==> src/rtl/core/fte_pkg.sv <==
package fte_pkg;

  // Table geometry.
  localparam int MAX_BLOCKS        = 1024;
  localparam int ENTRIES_PER_BLOCK = 128;
  localparam int TABLE_START       = 1;

  // Field widths.
  localparam int ADDR_W  = 10;
  localparam int VALUE_W = 11;
  localparam int SIZE_W  = 11;

  localparam logic [SIZE_W-1:0] DISK_BLOCKS_RESET = 11'd1024;

  // Entry codes.
  localparam logic signed [VALUE_W-1:0] CODE_FREE     = -11'sd1;
  localparam logic signed [VALUE_W-1:0] CODE_RESERVED = -11'sd2;
  localparam logic signed [VALUE_W-1:0] CODE_INODE    = -11'sd3;
  localparam logic signed [VALUE_W-1:0] CODE_END      = -11'sd4;

  typedef enum logic [1:0] {
    FUNC_READ   = 2'd0,
    FUNC_WRITE  = 2'd1,
    FUNC_ALLOC  = 2'd2,
    FUNC_FORMAT = 2'd3
  } func_t;

  typedef enum logic [2:0] {
    STATUS_OK        = 3'd0,
    STATUS_NOT_READY = 3'd1,
    STATUS_RANGE     = 3'd2,
    STATUS_VALUE     = 3'd3,
    STATUS_NO_FREE   = 3'd4
  } status_t;

  // Which result the datapath should build in this cycle.
  typedef enum logic [3:0] {
    RK_NONE,
    RK_NOT_READY,
    RK_RANGE,
    RK_VALUE,
    RK_NO_FREE,
    RK_READ,
    RK_WRITE,
    RK_ALLOC,
    RK_FORMAT
  } res_kind_t;

  typedef enum logic [2:0] {
    ST_IDLE,
    ST_DECODE,
    ST_READ,
    ST_SCAN,
    ST_FORMAT,
    ST_DONE
  } ctrl_state_t;

  // Commands from the controller to the datapath.
  typedef struct packed {
    logic      capture;
    logic      rd_issue;
    logic      scan_start;
    logic      scan_run;
    logic      fmt_start;
    logic      fmt_run;
    res_kind_t res;
    logic      out_load;
  } fte_cmd_t;

  // Status from the datapath to the controller.
  typedef struct packed {
    func_t func;
    logic  in_range;
    logic  value_ok;
    logic  scan_hit;
    logic  scan_done;
    logic  fmt_last;
    logic  out_free;
  } fte_stat_t;

endpackage

==> src/rtl/core/fte_ctrl.sv <==
module fte_ctrl
  import fte_pkg::*;
(
  input  logic      clk,
  input  logic      rst,
  input  logic      s_tvalid,
  output logic      s_tready,
  input  fte_stat_t stat,
  output fte_cmd_t  cmd
);

  ctrl_state_t state, state_next;
  logic        tbl_ready, tbl_ready_next;

  // State and table-ready registers.
  always_ff @(posedge clk) begin
    if (rst) begin
      state     <= ST_IDLE;
      tbl_ready <= 1'b0;
    end else begin
      state     <= state_next;
      tbl_ready <= tbl_ready_next;
    end
  end

  // Next state and command decode.
  always_comb begin
    state_next     = state;
    tbl_ready_next = tbl_ready;
    cmd            = '0;
    cmd.res        = RK_NONE;
    s_tready       = 1'b0;

    unique case (state)
      ST_IDLE: begin
        s_tready    = 1'b1;
        cmd.capture = s_tvalid;
        if (s_tvalid) begin
          state_next = ST_DECODE;
        end
      end

      ST_DECODE: begin
        priority if (stat.func == FUNC_FORMAT) begin
          cmd.fmt_start = 1'b1;
          state_next    = ST_FORMAT;
        end else if (!tbl_ready) begin
          cmd.res    = RK_NOT_READY;
          state_next = ST_DONE;
        end else if (stat.func == FUNC_ALLOC) begin
          cmd.scan_start = 1'b1;
          state_next     = ST_SCAN;
        end else if (!stat.in_range) begin
          cmd.res    = RK_RANGE;
          state_next = ST_DONE;
        end else if (stat.func == FUNC_READ) begin
          cmd.rd_issue = 1'b1;
          state_next   = ST_READ;
        end else begin
          cmd.res    = stat.value_ok ? RK_WRITE : RK_VALUE;
          state_next = ST_DONE;
        end
      end

      ST_READ: begin
        cmd.res    = RK_READ;
        state_next = ST_DONE;
      end

      // The scan reads one entry per cycle until a free one shows up or the disk size is passed.
      ST_SCAN: begin
        cmd.scan_run = 1'b1;
        priority if (stat.scan_hit) begin
          cmd.res    = RK_ALLOC;
          state_next = ST_DONE;
        end else if (stat.scan_done) begin
          cmd.res    = RK_NO_FREE;
          state_next = ST_DONE;
        end else begin
          state_next = ST_SCAN;
        end
      end

      // The format sweep steps one entry per cycle over the whole store, writing each disk or reserved entry.
      ST_FORMAT: begin
        cmd.fmt_run = 1'b1;
        if (stat.fmt_last) begin
          cmd.res        = RK_FORMAT;
          tbl_ready_next = 1'b1;
          state_next     = ST_DONE;
        end
      end

      ST_DONE: begin
        if (stat.out_free) begin
          cmd.out_load = 1'b1;
          state_next   = ST_IDLE;
        end
      end

      default: begin
        state_next = ST_IDLE;
      end
    endcase
  end

endmodule

==> config.mk <==
export PLATFORM = sky130hd
export DESIGN_NAME = fte_ctrl
export DESIGN_NICKNAME = d
export VERILOG_FILES = /design/src/rtl/core/fte_pkg.sv /design/src/rtl/core/fte_ctrl.sv
export SDC_FILE = /design/constraint.sdc
export NUM_CORES = 1
export LEC_CHECK = 0
export BUFFER_PORTS_ARGS = -buffer_cell sky130_fd_sc_hd__buf_2
export CELL_PAD_IN_SITES_DETAIL_PLACEMENT = 1
export CELL_PAD_IN_SITES_GLOBAL_PLACEMENT = 1
export CORE_ASPECT_RATIO = 1.1
export CORE_MARGIN = 2
export CORE_UTILIZATION = 30
export CTS_CLUSTER_DIAMETER = 60
export DETAILED_ROUTE_END_ITERATION = 8
export PLACE_DENSITY_LB_ADDON = 0.1
export SYNTH_ARGS = -nofsm -noshare
export SYNTH_HDL_FRONTEND = slang
export SYNTH_SLANG_ARGS = --single-unit
==> constraint.sdc <==
create_clock -name clk -period 2.47 [get_ports clk]
set_input_delay 0.494 -clock clk [delete_from_list [all_inputs] [get_ports clk]]
set_output_delay 0.494 -clock clk [all_outputs]
set_load 0.02 [all_outputs]
==> flow_summary.toml, run 1 <==
[worst_setup_path]
cp.arrival_ns = 1.55
r2r_slack_ns = 1.09
critPathRequiredTime_ns = 1.98
crit_path_max_fanout = 11
path_class = "register to output pin"
path_cells = "nor3b_4 > nand3_1 > o21ai_0 > buf_2"
max_stage_delay_ns = 0.51
cp-end-kind = "output pin"
cp-start-kind = "register"
cp_slowest_cell = "dfxtp_1"

[clock_network]
cts_resized = 0
clock_latency_ns = 0.23
post_cts_buffers = 0
cts_made_buffers = 3
clock_sinks = 4
hold_buffers = 0
htree_levels = 1
cts_root_buffer = "clkbuf_4"
cts_tree = "built"
clkTransAtPathRegs_ns = 0.04
cts_buffer_depth = 2

[final_layout]
multi_input_area_sq_um = 318
final_cell_mix = "buf_2, nor2_1, nand2_1"
fill_cells = 193
ff_latch_area_sq_um = 80.1
area_growth_pct = 30.0
fin_cells = 99
n_antenna_cell = 0
final_nets = 96
final_common_cell = "buf_2"
drive_above_1_share_pct = 39.8

[sta]
setup_viol = 0
hold_ws_ns = 0.488
relSlewSlack_pct = 71.2
rsz0062_at_grt = "no"
setup_ws_ns = 0.425
fin_tns_setup_ns = 0
hold_viol = 0
fmax_ghz = 0.489
period_needed_ns = 2.04
skew_ns = 0.00146
worst_pin_slew_ns = 0.431
slew_viol_final = 0
fin_crit_sh_pct = 82.8

[floorplan]
start_util_pct = 31.8
dieWidth_microns = 40.1
dieHeight_microns = 43.7
core_sq_um = 1350
die_area_sq_um = 1750
pin_count = 23
rows = 14

[hold_path]
hold_class = "input pin to register"

[synth]
avgSynthCellArea_sq_um = 7.04
synth_top_area_share_pct = 18.7
synth_ff_type = "dfxtp_1"
synth_edf_count = 0
syn-instance-count = 61
postSynth.asyncResetShare_pct = 0
yosysSeqAreaShare_pct = 18.7
ys_types = 27
syn-cell-area_sq_um = 429
yosys.area.top_type = "dfxtp_1"
yosys_warnings = 0
synth_area_leaders = "dfxtp_1, nor2_1, nand2b_4, nand2_1, nor3_1"
synth_nets = 72
ys_seq_elements = 4

[place]
dp_slack_ns = 0.617
hpwlAfterDp_microns = 1000
gp_congestion = 0.682
dp.cells = 96
portBuffers = 22

[power_and_ir_drop]
internal_power_mw = 0.180
sw_frac_of_total_pct = 39.2
peakVddDrop_v = 0.000245
leakagePower_nw = 0.262
pwr_density_cell_nw_per_um2 = 529
seqPwrFrac_pct = 31.7
p_switching_mw = 0.116
clkPwrFrac_pct = 27.2
total_power_mw = 0.295
p_comb_share_pct = 41.1

[drt]
avgRoutedWirePerCell_microns = 12.2
drtIter0Drc = 2
wl_microns = 1210
detail_route.vias_per_cell = 4.95
drcViolationCount = 0
vias = 490
ant_nets = 0
drtPass1Iterations = 2

[global_routing]
grt_pass1_vias = 467
grt_overflow_total = 0
antenna_found_initial = 0
grt_pass1_wl_microns = 2030
grt_max_degree = 12
gr-usage-all-layers_pct = 16.8

[run]
cap_violations = 0

[status]
status = "complete, no violations"
## registers in the layout (all words and copies together), names as in the netlist
signal     count
state          3
tbl_ready      1
## power by group through the flow
stage | clock (mW) | sequential (mW) | combinational (mW)
global route | 0.0854 | 0.0966 | 0.136
finish | 0.0802 | 0.0936 | 0.121
CTS | 0.0834 | 0.0938 | 0.124
floorplan | 0 | 0.0766 | 0.106
global placement | 0 | 0.0947 | 0.121
detailed placement | 0 | 0.0951 | 0.123
## layer usage
layer | vias to the layer above | track usage, % | wire length (microns)
met5 | - | 0 | 0
met4 | 0 | 6.21 | 19
met3 | 2 | 1.54 | 63
li1 | 254 | - | -
met1 | 218 | 20.1 | 522
met2 | 16 | 29.7 | 604
## critical path, delay by kind of cell, from the launching register on
family | cells | cell delay (ns)
flip-flops | 1 | 0.51
buffers and inverters | 1 | 0.18
AND/OR/NAND/NOR | 2 | 0.45
AO/OA/AOI/OAI | 1 | 0.16
## cell families after synthesis
group	share of synthesized area [%]
DFF	18.7
buffers and inverters	7.29
and+or+nand+nor	53.4
AOI/OAI and AO/OA	20.7
## cell type report
cell class / instances / share of cell area [%]
Clock buffer: 3 / 4.04
Inverter: 2 / 1.35
Multi-Input combinational cell: 52 / 57.0
Sequential cell: 4 / 14.3
Tap cell: 16 / 3.59
Timing Repair Buffer: 22 / 19.7
## worst paths after layout
| kind | startpoint | depth (start not counted) | end |
|---|---|---|---|
| min | rst | 2 | state[1] |
| min reg2reg | tbl_ready | 2 | tbl_ready |
| max reg2reg | state[1] | 4 | state[2] |
| max | state[0] | 4 | cmd[2] |
## metrics by stage
step | area (sq um) | utilization, %
2_1_floorplan | 429 | -
3_3_place_gp | 536 | 39.7
3_5_place_dp | 536 | 39.7
4_1_cts | 558 | 41.4
5_1_grt | 558 | 41.4
6_report | 558 | 41.4
## synth_stat cells, types with 2 or more instances
library cell and n:
nor2_1 12, o21ai_0 4, nand2_1 6, o21bai_1 2
inv_1 2, nand3_1 3, nand2b_4 2, nor3_1 4
dfxtp_1 4, nand2b_1 3, a21oi_1 3
No activity file was read; power rests on OpenSTA's default activity.
==> run 2, diff against run 1 <==
- ABC_AREA: unset -> 1
- CORE_UTILIZATION: 30 -> 24
- clock period: 2.47 -> 1.97 ns (I/O delays scaled with it)
==> run 2 against run 1 <==
Against the previous run: sequential power grew 23%; non-clock buffer count did not move; register-to-register slack worse by 0.25 ns; core utilization down 6.4 points; sequential cell count did not move.
==> flow_summary.toml, run 2 <==
[status]
status = "complete, no violations"

[clock_network]
hold_buffers = 0
clock_sinks = 4
htree_levels = 1
clock_latency_ns = 0.23
cts_root_buffer = "clkbuf_4"
cts_buffer_depth = 2
cts_resized = 0
clkTransAtPathRegs_ns = 0.03
cts_made_buffers = 3
post_cts_buffers = 0
cts_tree = "built"

[synth]
synth_top_family_by_area = "simple AND/OR/NAND/NOR gates"
synth_compound_area_share_pct = 15.3
synth_top_area_share_pct = 20.8
avgSynthCellArea_sq_um = 5.41
yosys.area.top_type = "dfxtp_1"
yosysSeqAreaShare_pct = 20.8
yosys_warnings = 0
synth_ff_type = "dfxtp_1"
synth_common_cells = "inv_1, nand2_1, nor2_1"
ys_seq_elements = 4
yosys.area_share.xor_xnor_pct = 0
syn-cell-area_sq_um = 384
synth_area_leaders = "dfxtp_1, nand3_1, inv_1, nand2_1, nor2_1"
synthSimpleGateAreaFrac_pct = 50.2
ys_types = 14
synth_edf_count = 0
syn-instance-count = 71
muxShareOfSynthArea_pct = 0
synthAdderAreaFrac_pct = 0
postSynth.asyncResetShare_pct = 0
synth_nets = 82

[worst_setup_path]
r2r.worst_path.cells = 7
crit_start = "state[0]"
cp-start-kind = "register"
path_class = "register to output pin"
r2r-start = "state[2]"
cp.arrival_ns = 1.41
crit_path_max_fanout = 6
cp-end-kind = "output pin"
critPathRequiredTime_ns = 1.58

[sta]
slew_viol_final = 0
period_needed_ns = 1.80
hold_viol = 0
skew_ns = 0.00157
worst_pin_slew_ns = 0.326
fin_crit_sh_pct = 91.4
relSlewSlack_pct = 78.1
setup_viol = 0
fmax_ghz = 0.555
rsz0062_at_grt = "no"
fin_tns_setup_ns = 0

[drt]
avgRoutedWirePerCell_microns = 9.74
ant_nets = 0
drcViolationCount = 0
wl_microns = 1100
vias = 513
drtPass1Iterations = 2
drtIter0Drc = 3
detail_route.vias_per_cell = 4.54

[final_layout]
final_common_cell = "buf_2"
final_cell_mix = "buf_2, inv_1, nand2_1"
final_nets = 109
n_antenna_cell = 0
largest_reg_flops = 3
area_growth_pct = 40.1
drive_above_1_share_pct = 33.3
final_area_sq_um = 538
top_regs = "state: 3 flops, tbl_ready: 1 flops"
largest-register = "state"

[place]
gp_congestion = 0.744
hpwlAfterDp_microns = 1000
place_area_sq_um = 515
portBuffers = 22

[global_routing]
gr-usage-all-layers_pct = 12.4
grt_overflow_total = 0
grt_max_degree = 7
grt_pass1_wl_microns = 1820
grt_pass1_vias = 469
antenna_found_initial = 0

[hold_path]
min_path_cells = 2
worstHoldStart = "rst"
hold_class = "input pin to register"

[power_and_ir_drop]
pwr_density_cell_nw_per_um2 = 750
leakagePower_nw = 0.310
peakVddDrop_v = 0.000402

[floorplan]
start_util_pct = 25.0
dieHeight_microns = 46.0
core_sq_um = 1540
rows = 15
die_area_sq_um = 1940
dieWidth_microns = 42.1
pin_count = 23

[run]
cap_violations = 0
-- run 2: cell types whose count changed after synthesis, sizes merged, moves of 4 or more --
cell | before | now
inv | 2 | 14
nand2 | 6 | 14
nand2b | 5 | 0
nand3 | 3 | 11
nor3 | 4 | 0
-- run 2: report_power, final --
part           total [mW]  switching (mW)  internal (mW)
clock network      0.0958          0.0280         0.0678
registers           0.115          0.0211         0.0939
logic               0.193           0.126         0.0664
-- run 2: layer usage --
| metal | global-route usage (%) | part of all wire, % | vias up |
|---|---|---|---|
| met3 | 1.59 | 3.6 | 0 |
| li1 | - | - | 275 |
| met2 | 21.6 | 49 | 9 |
| met5 | 0 | 0 | - |
| met1 | 15.5 | 48 | 229 |
| met4 | 5.63 | 0 | 0 |
-- run 2: path summary, 6_finish.rpt --
kind               end  slack (ns)
max             cmd[3]        0.17
min           state[2]        0.38
max reg2reg   state[2]        0.84
min reg2reg  tbl_ready        0.59
-- run 2: cells by family (layout without fill, tap and decap cells) --
group,after synthesis,after routing
compound gates,11,11
simple gates,42,42
buf+inv,14,39
flops,4,4
-- run 2: layout make-up --
cell class	instances	area (sq um)
fill	232	1000
multi-input combinational	53	251
timing repair buffer	22	110
sequential	4	80.1
inverter	14	52.6
clock buffer	3	22.5
tap	17	21.3
-- run 2: metrics by stage --
| stage | util [%] | std cells | setup slack (ns) | total power, mW | hold WS [ns] |
|---|---|---|---|---|---|
| after global placement | 33.5 | 110 | 0.364 | 0.312 | 0.603 |
| after detailed placement | 33.5 | 110 | 0.334 | 0.313 | 0.587 |
| after floorplan | - | 71 | 0.475 | 0.248 | 0.463 |
| after CTS | 35.0 | 113 | 0.161 | 0.413 | 0.382 |
| final | 35.0 | 113 | 0.170 | 0.403 | 0.382 |
| after global routing | 35.0 | 113 | 0.0138 | 0.448 | 0.398 |
-- run 2: critical path: stages (launching register included) --
cell and delay [ns]:
dfxtp_1 0.42, nand2_1 0.11, nor2_2 0.17, inv_1 0.12, o221ai_1 0.17, buf_2 0.19
==> run 3, diff against run 2 <==
- ABC_AREA: 1 -> unset
- CORE_UTILIZATION: 24 -> 28
- RECOVER_POWER: unset -> 100
==> run 3 against run 2 <==
Against the previous run: combinational power fell by 19%; cell count shrank 12%; global-route usage is 2.5 points higher; fmax shrank 0.84%; critical endpoint is now cmd[2]; power shrank 6.8%; non-clock buffer count grew 1; via count decreased by 2.9%; count of clock-buffer cells in the layout unchanged; clock power is 5% higher.
==> flow_summary.toml, run 3 (synthesis results as in run 1) <==
[clock_network]
cts_root_buffer = "clkbuf_4"
cts_tree = "built"
clock_latency_ns = 0.23
clock_sinks = 4
cts_buffer_depth = 2
cts_made_buffers = 3
htree_levels = 1
clkTransAtPathRegs_ns = 0.04
hold_buffers = 0

[floorplan]
dieHeight_microns = 45.1
start_util_pct = 30.6
rows = 14
core_sq_um = 1400
die_area_sq_um = 1860
dieWidth_microns = 41.3
pin_count = 23

[sta]
relSlewSlack_pct = 70.1
hold_viol = 0
worst_pin_slew_ns = 0.448
period_needed_ns = 1.82
slew_viol_final = 0
skew_ns = 0.00287
setup_viol = 0
fin_tns_setup_ns = 0
fin_crit_sh_pct = 92.2
fmax_ghz = 0.551

[power_and_ir_drop]
peakVddDrop_v = 0.000309
leakagePower_nw = 0.268
pwr_density_cell_nw_per_um2 = 665

[worst_setup_path]
path_class = "register to output pin"
path_cells = "nor3b_4 > nand3_1 > o21ai_0 > buf_2"
r2r_slack_ns = 0.61
r2r-start = "state[2]"
crit_buf_inv = 1
critPathRequiredTime_ns = 1.58
r2r-end = "state[2]"
cp-start-kind = "register"
crit_family = "flip-flops"
crit_path_max_fanout = 10
cp.arrival_ns = 1.42
r2r.worst_path.cells = 4
cp_slowest_cell = "dfxtp_1"
cp-end-kind = "output pin"
max_stage_delay_ns = 0.43

[global_routing]
antenna_found_initial = 0
grt_pass1_wl_microns = 1920
grt_overflow_total = 0
grt_pass1_vias = 466
gr-usage-all-layers_pct = 14.9
grt_max_degree = 12

[drt]
wl_microns = 1190
drcViolationCount = 0
vias = 498
ant_nets = 0
drtPass1Iterations = 2
detail_route.vias_per_cell = 4.98
drtIter0Drc = 4
avgRoutedWirePerCell_microns = 11.9

[final_layout]
final_nets = 97
ff_latch_area_sq_um = 82.6
final_cell_mix = "buf_2, nor2_1, nand2_1"
n_antenna_cell = 0
fin_cells = 100
top_regs = "state: 3 flops, tbl_ready: 1 flops"
drive_above_1_share_pct = 41.7
largest_reg_flops = 3
final_common_cell = "buf_2"
multi_input_area_sq_um = 315
largest-register = "state"
fill_cells = 202
fin_util_pct = 40.4
area_growth_pct = 31.8

[place]
hpwlAfterDp_microns = 962
dp.cells = 96
portBuffers = 22
gp_congestion = 0.730

[run]
cap_violations = 0

[hold_path]
hold_class = "input pin to register"
min_to = "state[1]"
min_path_cells = 2
worstHoldStart = "rst"

[status]
status = "complete, no violations"
[run 3: cell count changes in the layout (fill, tap and decap cells not counted), sizes merged, moves of 3 or more]
cell / before / now
nand2: 14 / 6
nand3: 11 / 3
nand2b: 0 / 5
nor2: 16 / 13
nor3: 0 / 4
inv: 14 / 2
[run 3: repair_timing]
action,CTS,global route
endpoints found under the hold margin,0,0
resized for setup,0,2
setup endpoints to repair,0,3
buffers inserted,0,1
[run 3: worst max path at each step]
stage                     startpoint  endpoint  slack [ns]  depth (start not counted)
after detailed placement    state[0]    cmd[2]        0.28                          4
after floorplan             state[1]   cmd[10]        0.28                          3
final                       state[2]    cmd[2]        0.15                          4
after CTS                   state[0]    cmd[2]        0.02                          4
after global placement      state[0]    cmd[2]        0.31                          4
after global routing        state[2]    cmd[2]     -0.0005                          4
[run 3: metrics by stage]
step	setup WS, ns	cell area (sq um)	power [mW]	hold slack [ns]
6_report	0.155	566	0.376	0.385
4_1_cts	0.0210	558	0.377	0.390
3_5_place_dp	0.282	536	0.272	0.528
5_1_grt	-0.000505	566	0.411	0.394
3_3_place_gp	0.308	536	0.271	0.528
2_1_floorplan	0.281	429	0.229	0.463
[run 3: layout make-up]
cell class              count  area share, %
inverters                   2           1.33
multi-input cells          52           55.8
well taps                  16           3.54
repair buffers             23           20.8
flip-flops and latches      4           14.6
clock buffers               3           3.98
[run 3: metal layers]
metal / share of wire, % / track usage [%] / vias up
met5: 0 / 0 / -
met4: 1.2 / 5.81 / 0
met3: 5.0 / 1.48 / 2
met2: 48 / 25.6 / 14
met1: 46 / 18.3 / 223
li1: - / - / 259
[run 3: power by group]
group	leakage (nW)	switching, mW	internal (mW)	total [mW]
logic	0.221	0.0861	0.0702	0.156
clock network	0.0138	0.0334	0.0681	0.101
registers	0.0335	0.0263	0.0920	0.118
total	0.268	0.146	0.230	0.376
